File: src/hdl/assert_macros.svh
// Assertion macros shared by the sequencer RTL.
`ifndef ASSERT_MACROS_SVH
`define ASSERT_MACROS_SVH

// Same-cycle implication, sampled on clk, off while rst_n is low.
`define UMSC_ASSERT_NOW(lbl, ante, cons, msg) \
  lbl: assert property (@(posedge clk) disable iff (!rst_n) (ante) |-> (cons)) \
    else $error(msg);

// Next-cycle implication, sampled on clk, off while rst_n is low.
`define UMSC_ASSERT_NEXT(lbl, ante, cons, msg) \
  lbl: assert property (@(posedge clk) disable iff (!rst_n) (ante) |=> (cons)) \
    else $error(msg);

`endif

File: src/hdl/umsc_pkg.sv
// Types and constants for the bulk-only transport sequencer.
package umsc_pkg;

  localparam logic [15:0] CBW_LENGTH = 16'd31;
  localparam logic [31:0] CBW_SIG    = 32'h4342_5355;

  localparam logic [7:0] REQ_CLEAR_FEATURE  = 8'h01;
  localparam logic [7:0] REQ_MAX_LUN        = 8'hFE;
  localparam logic [7:0] REQ_RESET          = 8'hFF;
  localparam logic [15:0] FEAT_ENDPOINT_HALT = 16'h0000;

  localparam logic [1:0] OP_POLL   = 2'd0;
  localparam logic [1:0] OP_CMD    = 2'd1;
  localparam logic [1:0] OP_STATUS = 2'd2;
  localparam logic [1:0] OP_SETUP  = 2'd3;

  localparam logic [2:0] XFER_OK      = 3'd0;
  localparam logic [2:0] XFER_PENDING = 3'd1;

  localparam logic [1:0] CSW_KEEP        = 2'd0;
  localparam logic [1:0] CSW_FAILED      = 2'd1;
  localparam logic [1:0] CSW_PHASE_ERROR = 2'd2;

  localparam logic [1:0] CTRL_NONE    = 2'd0;
  localparam logic [1:0] CTRL_ZLP     = 2'd1;
  localparam logic [1:0] CTRL_MAX_LUN = 2'd2;
  localparam logic [1:0] CTRL_STALL   = 2'd3;

  localparam logic [2:0] ERR_NONE      = 3'd0;
  localparam logic [2:0] ERR_CBW_READ  = 3'd1;
  localparam logic [2:0] ERR_CBW_SIZE  = 3'd2;
  localparam logic [2:0] ERR_CBW_SIG   = 3'd3;
  localparam logic [2:0] ERR_CSW_WRITE = 3'd4;

  localparam logic [2:0] CCASE_STALL_IN  = 3'd1;
  localparam logic [2:0] CCASE_STALL_OUT = 3'd2;
  localparam logic [2:0] CCASE_PHASE_ERR = 3'd4;

  localparam logic [2:0] REG_ADDR_MAX_LUN = 3'd0;

  typedef enum logic [2:0] {
    PH_INIT    = 3'd0,
    PH_WAIT    = 3'd1,
    PH_READCBW = 3'd2,
    PH_WAITCBW = 3'd3,
    PH_PROCESS = 3'd4,
    PH_SENDCSW = 3'd5,
    PH_WAITCSW = 3'd6
  } phase_t;

  typedef struct packed {
    phase_t phase;
    logic   recovery;
  } seq_state_t;

  typedef struct packed {
    logic [1:0]  operation;
    logic        link_awake;
    logic        link_configured;
    logic [2:0]  xfer_status;
    logic [15:0] xfer_bytes;
    logic [31:0] cbw_signature;
    logic [2:0]  command_case;
    logic        in_halted;
    logic [7:0]  setup_request;
    logic [15:0] setup_value;
    logic [15:0] setup_index;
    logic [15:0] setup_length;
  } in_beat_t;

  typedef struct packed {
    logic       link_ready;
    logic       command_ready;
    logic       status_done;
    logic       start_cbw_read;
    logic       start_csw_write;
    logic       halt_in_ep;
    logic       halt_out_ep;
    logic [1:0] csw_status_set;
    logic [1:0] control_reply;
    logic [3:0] max_lun_byte;
    logic [2:0] phase;
    logic [2:0] error_kind;
  } out_beat_t;

endpackage

File: src/hdl/umsc_cfg_regs.sv
// APB register file holding the max LUN index.
module umsc_cfg_regs (
  input  logic        clk,
  input  logic        rst_n,
  input  logic        psel,
  input  logic        penable,
  input  logic        pwrite,
  input  logic [2:0]  paddr,
  input  logic [31:0] pwdata,
  output logic [31:0] prdata,
  output logic        pready,
  output logic [3:0]  max_lun_index
);

  logic [3:0] max_lun_r;
  logic [3:0] max_lun_nxt;
  logic       hit;

  assign hit    = (paddr == umsc_pkg::REG_ADDR_MAX_LUN);
  assign pready = 1'b1;

  always_comb begin
    max_lun_nxt = max_lun_r;
    if (psel && penable && pwrite && hit) begin
      max_lun_nxt = pwdata[3:0];
    end
  end

  always_ff @(posedge clk) begin
    if (!rst_n) begin
      max_lun_r <= 4'd0;
    end else begin
      max_lun_r <= max_lun_nxt;
    end
  end

  assign prdata        = hit ? {28'd0, max_lun_r} : 32'd0;
  assign max_lun_index = max_lun_r;

endmodule

File: src/hdl/umsc_step.sv
// Next-state and result logic for one sequencer event.
module umsc_step (
  input  umsc_pkg::in_beat_t   beat,
  input  umsc_pkg::seq_state_t cur,
  input  logic [3:0]           max_lun_index,
  output umsc_pkg::seq_state_t nxt,
  output umsc_pkg::out_beat_t  res
);

  logic xfer_ok;
  logic xfer_fail;
  logic bad_len;
  logic bad_cbw;
  logic setup_zero;

  assign xfer_ok    = (beat.xfer_status == umsc_pkg::XFER_OK);
  assign xfer_fail  = !xfer_ok && (beat.xfer_status != umsc_pkg::XFER_PENDING);
  assign bad_len    = (beat.xfer_bytes != umsc_pkg::CBW_LENGTH);
  assign bad_cbw    = bad_len || (beat.cbw_signature != umsc_pkg::CBW_SIG);
  assign setup_zero = (beat.setup_value == 16'd0) && (beat.setup_index == 16'd0);

  // next state
  always_comb begin
    nxt = cur;
    unique case (beat.operation)
      umsc_pkg::OP_POLL: begin
        unique case (cur.phase)
          umsc_pkg::PH_INIT: begin
            if (beat.link_awake || beat.link_configured) begin
              nxt.phase = umsc_pkg::PH_WAIT;
            end
          end
          umsc_pkg::PH_WAIT: begin
            if (beat.link_configured) begin
              nxt.phase    = umsc_pkg::PH_READCBW;
              nxt.recovery = 1'b0;
            end
          end
          default: begin
            if (!beat.link_configured) begin
              nxt.phase = umsc_pkg::PH_INIT;
            end
          end
        endcase
      end
      umsc_pkg::OP_CMD: begin
        unique case (cur.phase)
          umsc_pkg::PH_READCBW: nxt.phase = umsc_pkg::PH_WAITCBW;
          umsc_pkg::PH_WAITCBW: begin
            if (xfer_ok && bad_cbw) begin
              nxt.phase    = umsc_pkg::PH_READCBW;
              nxt.recovery = 1'b1;
            end else if (xfer_ok) begin
              nxt.phase = umsc_pkg::PH_PROCESS;
            end else if (xfer_fail) begin
              nxt.phase = umsc_pkg::PH_READCBW;
            end
          end
          default: nxt = cur;
        endcase
      end
      umsc_pkg::OP_STATUS: begin
        unique case (cur.phase)
          umsc_pkg::PH_PROCESS: nxt.phase = umsc_pkg::PH_SENDCSW;
          umsc_pkg::PH_SENDCSW: begin
            if (!beat.in_halted) begin
              nxt.phase = umsc_pkg::PH_WAITCSW;
            end
          end
          umsc_pkg::PH_WAITCSW: begin
            if (xfer_ok || xfer_fail) begin
              nxt.phase = umsc_pkg::PH_READCBW;
            end
          end
          default: nxt = cur;
        endcase
      end
      default: begin
        if (beat.setup_request == umsc_pkg::REQ_RESET && setup_zero
            && beat.setup_length == 16'd0) begin
          nxt.phase    = umsc_pkg::PH_WAIT;
          nxt.recovery = 1'b0;
        end
      end
    endcase
  end

  // result fields
  always_comb begin
    res       = '0;
    res.phase = nxt.phase;
    unique case (beat.operation)
      umsc_pkg::OP_POLL: begin
        if (cur.phase != umsc_pkg::PH_INIT) begin
          res.link_ready = beat.link_configured;
        end
      end
      umsc_pkg::OP_CMD: begin
        unique case (cur.phase)
          umsc_pkg::PH_READCBW: res.start_cbw_read = 1'b1;
          umsc_pkg::PH_WAITCBW: begin
            if (xfer_ok && bad_cbw) begin
              res.error_kind     = bad_len ? umsc_pkg::ERR_CBW_SIZE : umsc_pkg::ERR_CBW_SIG;
              res.halt_in_ep     = 1'b1;
              res.halt_out_ep    = 1'b1;
              res.csw_status_set = umsc_pkg::CSW_FAILED;
            end else if (xfer_ok) begin
              res.command_ready = 1'b1;
            end else if (xfer_fail) begin
              res.error_kind = umsc_pkg::ERR_CBW_READ;
            end
          end
          default: res.phase = nxt.phase;
        endcase
      end
      umsc_pkg::OP_STATUS: begin
        unique case (cur.phase)
          umsc_pkg::PH_PROCESS: begin
            res.halt_in_ep  = |(beat.command_case & umsc_pkg::CCASE_STALL_IN);
            res.halt_out_ep = |(beat.command_case & umsc_pkg::CCASE_STALL_OUT);
            if (|(beat.command_case & umsc_pkg::CCASE_PHASE_ERR)) begin
              res.csw_status_set = umsc_pkg::CSW_PHASE_ERROR;
            end
          end
          umsc_pkg::PH_SENDCSW: res.start_csw_write = !beat.in_halted;
          umsc_pkg::PH_WAITCSW: begin
            res.status_done = xfer_ok || xfer_fail;
            if (xfer_fail) begin
              res.error_kind = umsc_pkg::ERR_CSW_WRITE;
            end
          end
          default: res.phase = nxt.phase;
        endcase
      end
      default: begin
        unique case (beat.setup_request)
          umsc_pkg::REQ_CLEAR_FEATURE: begin
            if (beat.setup_value == umsc_pkg::FEAT_ENDPOINT_HALT && cur.recovery) begin
              res.control_reply = umsc_pkg::CTRL_ZLP;
            end
          end
          umsc_pkg::REQ_MAX_LUN: begin
            if (setup_zero && beat.setup_length == 16'd1) begin
              res.control_reply = umsc_pkg::CTRL_MAX_LUN;
              res.max_lun_byte  = max_lun_index;
            end else begin
              res.control_reply = umsc_pkg::CTRL_STALL;
            end
          end
          umsc_pkg::REQ_RESET: begin
            res.control_reply = (setup_zero && beat.setup_length == 16'd0)
                              ? umsc_pkg::CTRL_ZLP : umsc_pkg::CTRL_STALL;
          end
          default: res.control_reply = umsc_pkg::CTRL_NONE;
        endcase
      end
    endcase
  end

endmodule

File: src/hdl/usb_msc_bulk_only_sequencer_core.sv
// Top level of the USB mass storage bulk-only transport sequencer.
// Path: a beat taken on in_ is held in the stage 1 register, then its result beat is
// written to the result register and shown on out_; out_ready low can hold it in stage 1.
// Throughput: 1 beat per cycle; the input register and the result register
// each hold one beat, so both sides run at full rate unless out_ready stalls.
// Reset (rst_n low, synchronous): phase to init, recovery flag and max LUN cleared.
module usb_msc_bulk_only_sequencer_core (
  input  logic                clk,
  input  logic                rst_n,
  // event channel
  input  logic                in_valid,
  output logic                in_ready,
  input  umsc_pkg::in_beat_t  in_data,
  // result channel
  output logic                out_valid,
  input  logic                out_ready,
  output umsc_pkg::out_beat_t out_data,
  // register port
  input  logic                psel,
  input  logic                penable,
  input  logic                pwrite,
  input  logic [2:0]          paddr,
  input  logic [31:0]         pwdata,
  output logic [31:0]         prdata,
  output logic                pready
);

`include "assert_macros.svh"

  // stage 1: captured event beat
  logic                 s1_valid_r;
  logic                 s1_valid_nxt;
  umsc_pkg::in_beat_t   s1_data_r;

  // stage 2: result register
  logic                 out_valid_r;
  logic                 out_valid_nxt;
  umsc_pkg::out_beat_t  out_data_r;

  // sequencer state: phase and reset-recovery flag
  umsc_pkg::seq_state_t st_r;
  umsc_pkg::seq_state_t st_nxt;
  umsc_pkg::out_beat_t  step_res;

  logic                 s1_adv;
  logic                 in_acc;
  logic [3:0]           max_lun_index;

  umsc_cfg_regs u_cfg (
    .clk           (clk),
    .rst_n         (rst_n),
    .psel          (psel),
    .penable       (penable),
    .pwrite        (pwrite),
    .paddr         (paddr),
    .pwdata        (pwdata),
    .prdata        (prdata),
    .pready        (pready),
    .max_lun_index (max_lun_index)
  );

  umsc_step u_step (
    .beat          (s1_data_r),
    .cur           (st_r),
    .max_lun_index (max_lun_index),
    .nxt           (st_nxt),
    .res           (step_res)
  );

  // stage 1 moves on whenever the result register is free or being drained
  assign s1_adv   = s1_valid_r && (!out_valid_r || out_ready);
  assign in_ready = !s1_valid_r || s1_adv;
  assign in_acc   = in_valid && in_ready;

  always_comb begin
    s1_valid_nxt = s1_valid_r;
    if (in_acc) begin
      s1_valid_nxt = 1'b1;
    end else if (s1_adv) begin
      s1_valid_nxt = 1'b0;
    end
  end

  always_comb begin
    out_valid_nxt = out_valid_r;
    if (s1_adv) begin
      out_valid_nxt = 1'b1;
    end else if (out_ready) begin
      out_valid_nxt = 1'b0;
    end
  end

  always_ff @(posedge clk) begin
    if (!rst_n) begin
      s1_valid_r  <= 1'b0;
      out_valid_r <= 1'b0;
      st_r        <= '{phase: umsc_pkg::PH_INIT, recovery: 1'b0};
    end else begin
      s1_valid_r  <= s1_valid_nxt;
      out_valid_r <= out_valid_nxt;
      if (s1_adv) begin
        st_r <= st_nxt;
      end
    end
  end

  // payload, no reset
  always_ff @(posedge clk) begin
    if (in_acc) begin
      s1_data_r <= in_data;
    end
    if (s1_adv) begin
      out_data_r <= step_res;
    end
  end

  assign out_valid = out_valid_r;
  assign out_data  = out_data_r;

  // a beat leaving stage 1 always lands in the result register
  `UMSC_ASSERT_NEXT(a_adv_lands, s1_adv, out_valid_r && out_data_r.phase == st_r.phase, "stage 1 beat lost or phase mismatch")
  // a good CBW leaves the sequencer in process
  `UMSC_ASSERT_NOW(a_cmd_ready_phase, out_valid_r && out_data_r.command_ready, out_data_r.phase == umsc_pkg::PH_PROCESS, "command_ready outside process phase")
  // every reported error returns to reading a CBW
  `UMSC_ASSERT_NOW(a_err_phase, out_valid_r && out_data_r.error_kind != umsc_pkg::ERR_NONE, out_data_r.phase == umsc_pkg::PH_READCBW, "error without return to readcbw")
  // a bad CBW arms reset recovery
  `UMSC_ASSERT_NEXT(a_bad_cbw_recovery, s1_adv && st_r.phase == umsc_pkg::PH_WAITCBW && step_res.halt_out_ep, st_r.recovery, "bad CBW did not arm recovery")

endmodule

File: config.mk
export PLATFORM = sky130hd
export DESIGN_NAME = usb_msc_bulk_only_sequencer_core
export DESIGN_NICKNAME = d
export VERILOG_FILES = /design/src/hdl/umsc_pkg.sv /design/src/hdl/umsc_cfg_regs.sv /design/src/hdl/umsc_step.sv /design/src/hdl/usb_msc_bulk_only_sequencer_core.sv
export VERILOG_INCLUDE_DIRS = /design/src /design/src/hdl
export SDC_FILE = /design/constraint.sdc
export NUM_CORES = 1
export LEC_CHECK = 0
export BUFFER_PORTS_ARGS = -buffer_cell sky130_fd_sc_hd__clkbuf_2
export CORE_UTILIZATION = 52
export DETAILED_ROUTE_END_ITERATION = 6
export PLACE_DENSITY = 0.93
export RECOVER_POWER = 100
export SYNTH_ARGS = -nofsm -noshare
export SYNTH_HDL_FRONTEND = slang
export SYNTH_SLANG_ARGS = --single-unit
File: constraint.sdc
create_clock -name clk -period 8.6 [get_ports clk]
set_input_delay 2.15 -clock clk [delete_from_list [all_inputs] [get_ports clk]]
set_output_delay 2.15 -clock clk [all_outputs]
set_load 0.05 [all_outputs]
==> metrics <==
peak supply drop=0.1666 mV; Post-DRT Antenna Nets=0; DP HPWL=7415 um; Hold Vio Cnt, Final=0; via-per-instance ratio=about 5.2; r2r setup slk=about 4.5 ns; vias in the first global route=around 3500; MaxCap Viol Count=2; die width=105.3 um; synth warn=0; worst r2r path cells=4; wirelength, routed=10400 um; end-of-flow core utilization=0.6638; Remaining Overflow, GRT=0; actual slew at the worst max-slew pin=2.953 ns; top area cells in the synthesized netlist=edfxtp_1, buf_4, dfxtp_1; Hold WC Path Type=reg -> reg; CTS root buf=clkbuf_8; Setup Crit Path Kind=in -> out; setup tns final=0 ns; Worst Skew=~0.0071 ns; Relative slew margins=-0.9696; worst r2r dst=s1_data_r[14]$_DFFE_PP_; crit start category=input pin; Final nets=667; DR iter-0 viols=about 250; io pins=213; cell count after synthesis=337; Die Area=0.01108 mm2; Max Root-Sink Buffers=2; crit share post-route=0.6306; clk sink count=145; hold wc startpoint=s1_data_r[57]$_DFFE_PP_; FF+latch count, synth=between 100 and 150; status=finished with violations; Inst Count DP=622; critical path required time=between 6 and 7 ns; kind of end point of the critical path=output port; RSZ-0062 raised after global routing=no; fillers=approximately 700; Slew Limit Fails=75; core area=0.01032 mm2; share of cells above drive strength 1=0.3089; PnR Total Power=~1.6 mW; hold path endpoint=out_data[15]$_DFFE_PP_; ys async rst share=0; most frequent cells in the layout=edfxtp_1, clkbuf_2, clkbuf_1; initial antenna violation count=0; Yosys top cell area share=0.7312; area occupied by multi-input gates=around 0.0011 mm2; Tot GR Track Use=0.1977; Hold Buf Count CTS=0; hold depth=1; Worst-Skew Late Latency=0.51 ns; reg2reg start=out_valid$_SDFFE_PN0P_; largest net degree at the start of global routing=69; CTS Buf Count=17; IO buf count=155; Leakage=2.684 nW; Post-synth EDFFs=around 140; CTS resizes=0; # DRC=0; post-synthesis cell area=0.005544 mm2; H-tree depth=4; sequential fraction of the synthesis area=0.7673; num rows=37; Post-DP Area=0.006351 mm2; failing checks=max-capacitance violations, max-slew violations; min Tclk post-route=between 5 and 6 ns; number of library cell types mapped by synthesis=52; Die Height=105.3 um; Max Clk Rate=184.4 MHz; Post-Layout Inst Area=just under 0.007 mm2; area grow syn2layout=23.61%; CP max FO=5; P per Cell Area=235.8 mW/mm2; ys flop type=edfxtp_1; cell taking the most area after synthesis=edfxtp_1; Initial Util=0.5370; crit path DAT=between 3 and 4 ns; clock slew at reported path FFs=0.06 ns; postcts setup bufs=0; Finish-stage setup viols=0; register area=0.004254 mm2; CTS tree=yes; Diodes inserted=0; Routed WL per cell=15.90 um; first-pass GRT wire length=16100 um; fin cells=654; GP Congestion=0.8711; via count=3407; DR pass1 iterations=4; most common cell after layout, fill and taps aside=edfxtp_1; Avg Cell Area, Syn=16.45 um2
metal layers:
metal	up-vias	part of all wire	GRT usage
li1	1596	-	-
met1	1579	0.37	0.2053
met2	202	0.52	0.3440
met3	30	0.085	0.08163
met4	0	0.027	0.09759
met5	-	0	0
how the worst max path moves through the flow:
stage	endpoint	slack (ns)	start	cells past startpoint
after floorplan	s1_data_r[0]$_DFFE_PP_	2.79	out_ready	3
after global routing	s1_data_r[14]$_DFFE_PP_	2.87	out_ready	5
final	prdata[0]	3.18	paddr[1]	4
after global placement	prdata[0]	3.36	paddr[1]	4
after CTS	prdata[0]	3.33	paddr[1]	4
after detailed placement	prdata[0]	3.33	paddr[1]	4
final cells by class:
type / instances / share of cell area
Clock buffer: 17 / 0.06043
Inverter: 8 / 0.004382
Tap cell: 136 / 0.02483
Multi-Input combinational cell: 177 / 0.1598
Timing Repair Buffer: 156 / 0.1081
Sequential cell: 145 / 0.6208
Clock inverter: 15 / 0.02173
synthesized netlist by cell type (2+ instances only):
cell,n
a211oi_1,2
a21o_1,3
a21oi_1,5
a31o_2,2
a31oi_1,2
and2_1,12
and3_1,4
and4_1,3
and4b_1,3
buf_4,31
conb_1,2
dfxtp_1,10
edfxtp_1,135
ha_1,5
inv_1,7
mux2i_1,4
nand2_1,10
nand3_1,4
nand4_1,9
nand4bb_1,2
nor2_1,20
nor2b_1,4
nor3_1,4
nor4_1,18
nor4b_1,2
nor4bb_1,5
o21ai_0,3
or3_1,2
logic make-up after synthesis:
kind of cell	after synthesis	synth area share
muxes	4	0.007222
AOI/OAI and AO/OA	28	0.03769
other	2	0.001355
adders and majority gates	5	0.01128
DFF	145	0.7673
buffers and inverters	42	0.05100
and+or+nand+nor	111	0.1241
stage by stage:
stage	hold WS, ns	worst slack (ns)
final	0.5248	3.177
after global routing	0.5451	2.872
after CTS	0.5276	3.327
after detailed placement	0.5094	3.327
after global placement	0.5019	3.361
after floorplan	0.4660	2.793
where the power goes:
| group | total (mW) | internal [mW] | switching (mW) |
|---|---|---|---|
| clock network | 0.686 | 0.392 | 0.294 |
| logic | 0.103 | 0.0294 | 0.0740 |
| registers | 0.827 | 0.813 | 0.0133 |
sequential cells by signal, summed over array words and instances, names as in the netlist:
signal	count
out_data	20
out_valid	1
s1_data_r	115
s1_valid_r	1
st_r	4
u_cfg.max_lun_index	4
critical path: stages:
cell and delay [ns]:
clkbuf_2 0.08, nor3_1 0.37, and2_1 0.19, clkbuf_1 0.48
Note: power is estimated with default switching activity, not from simulation.
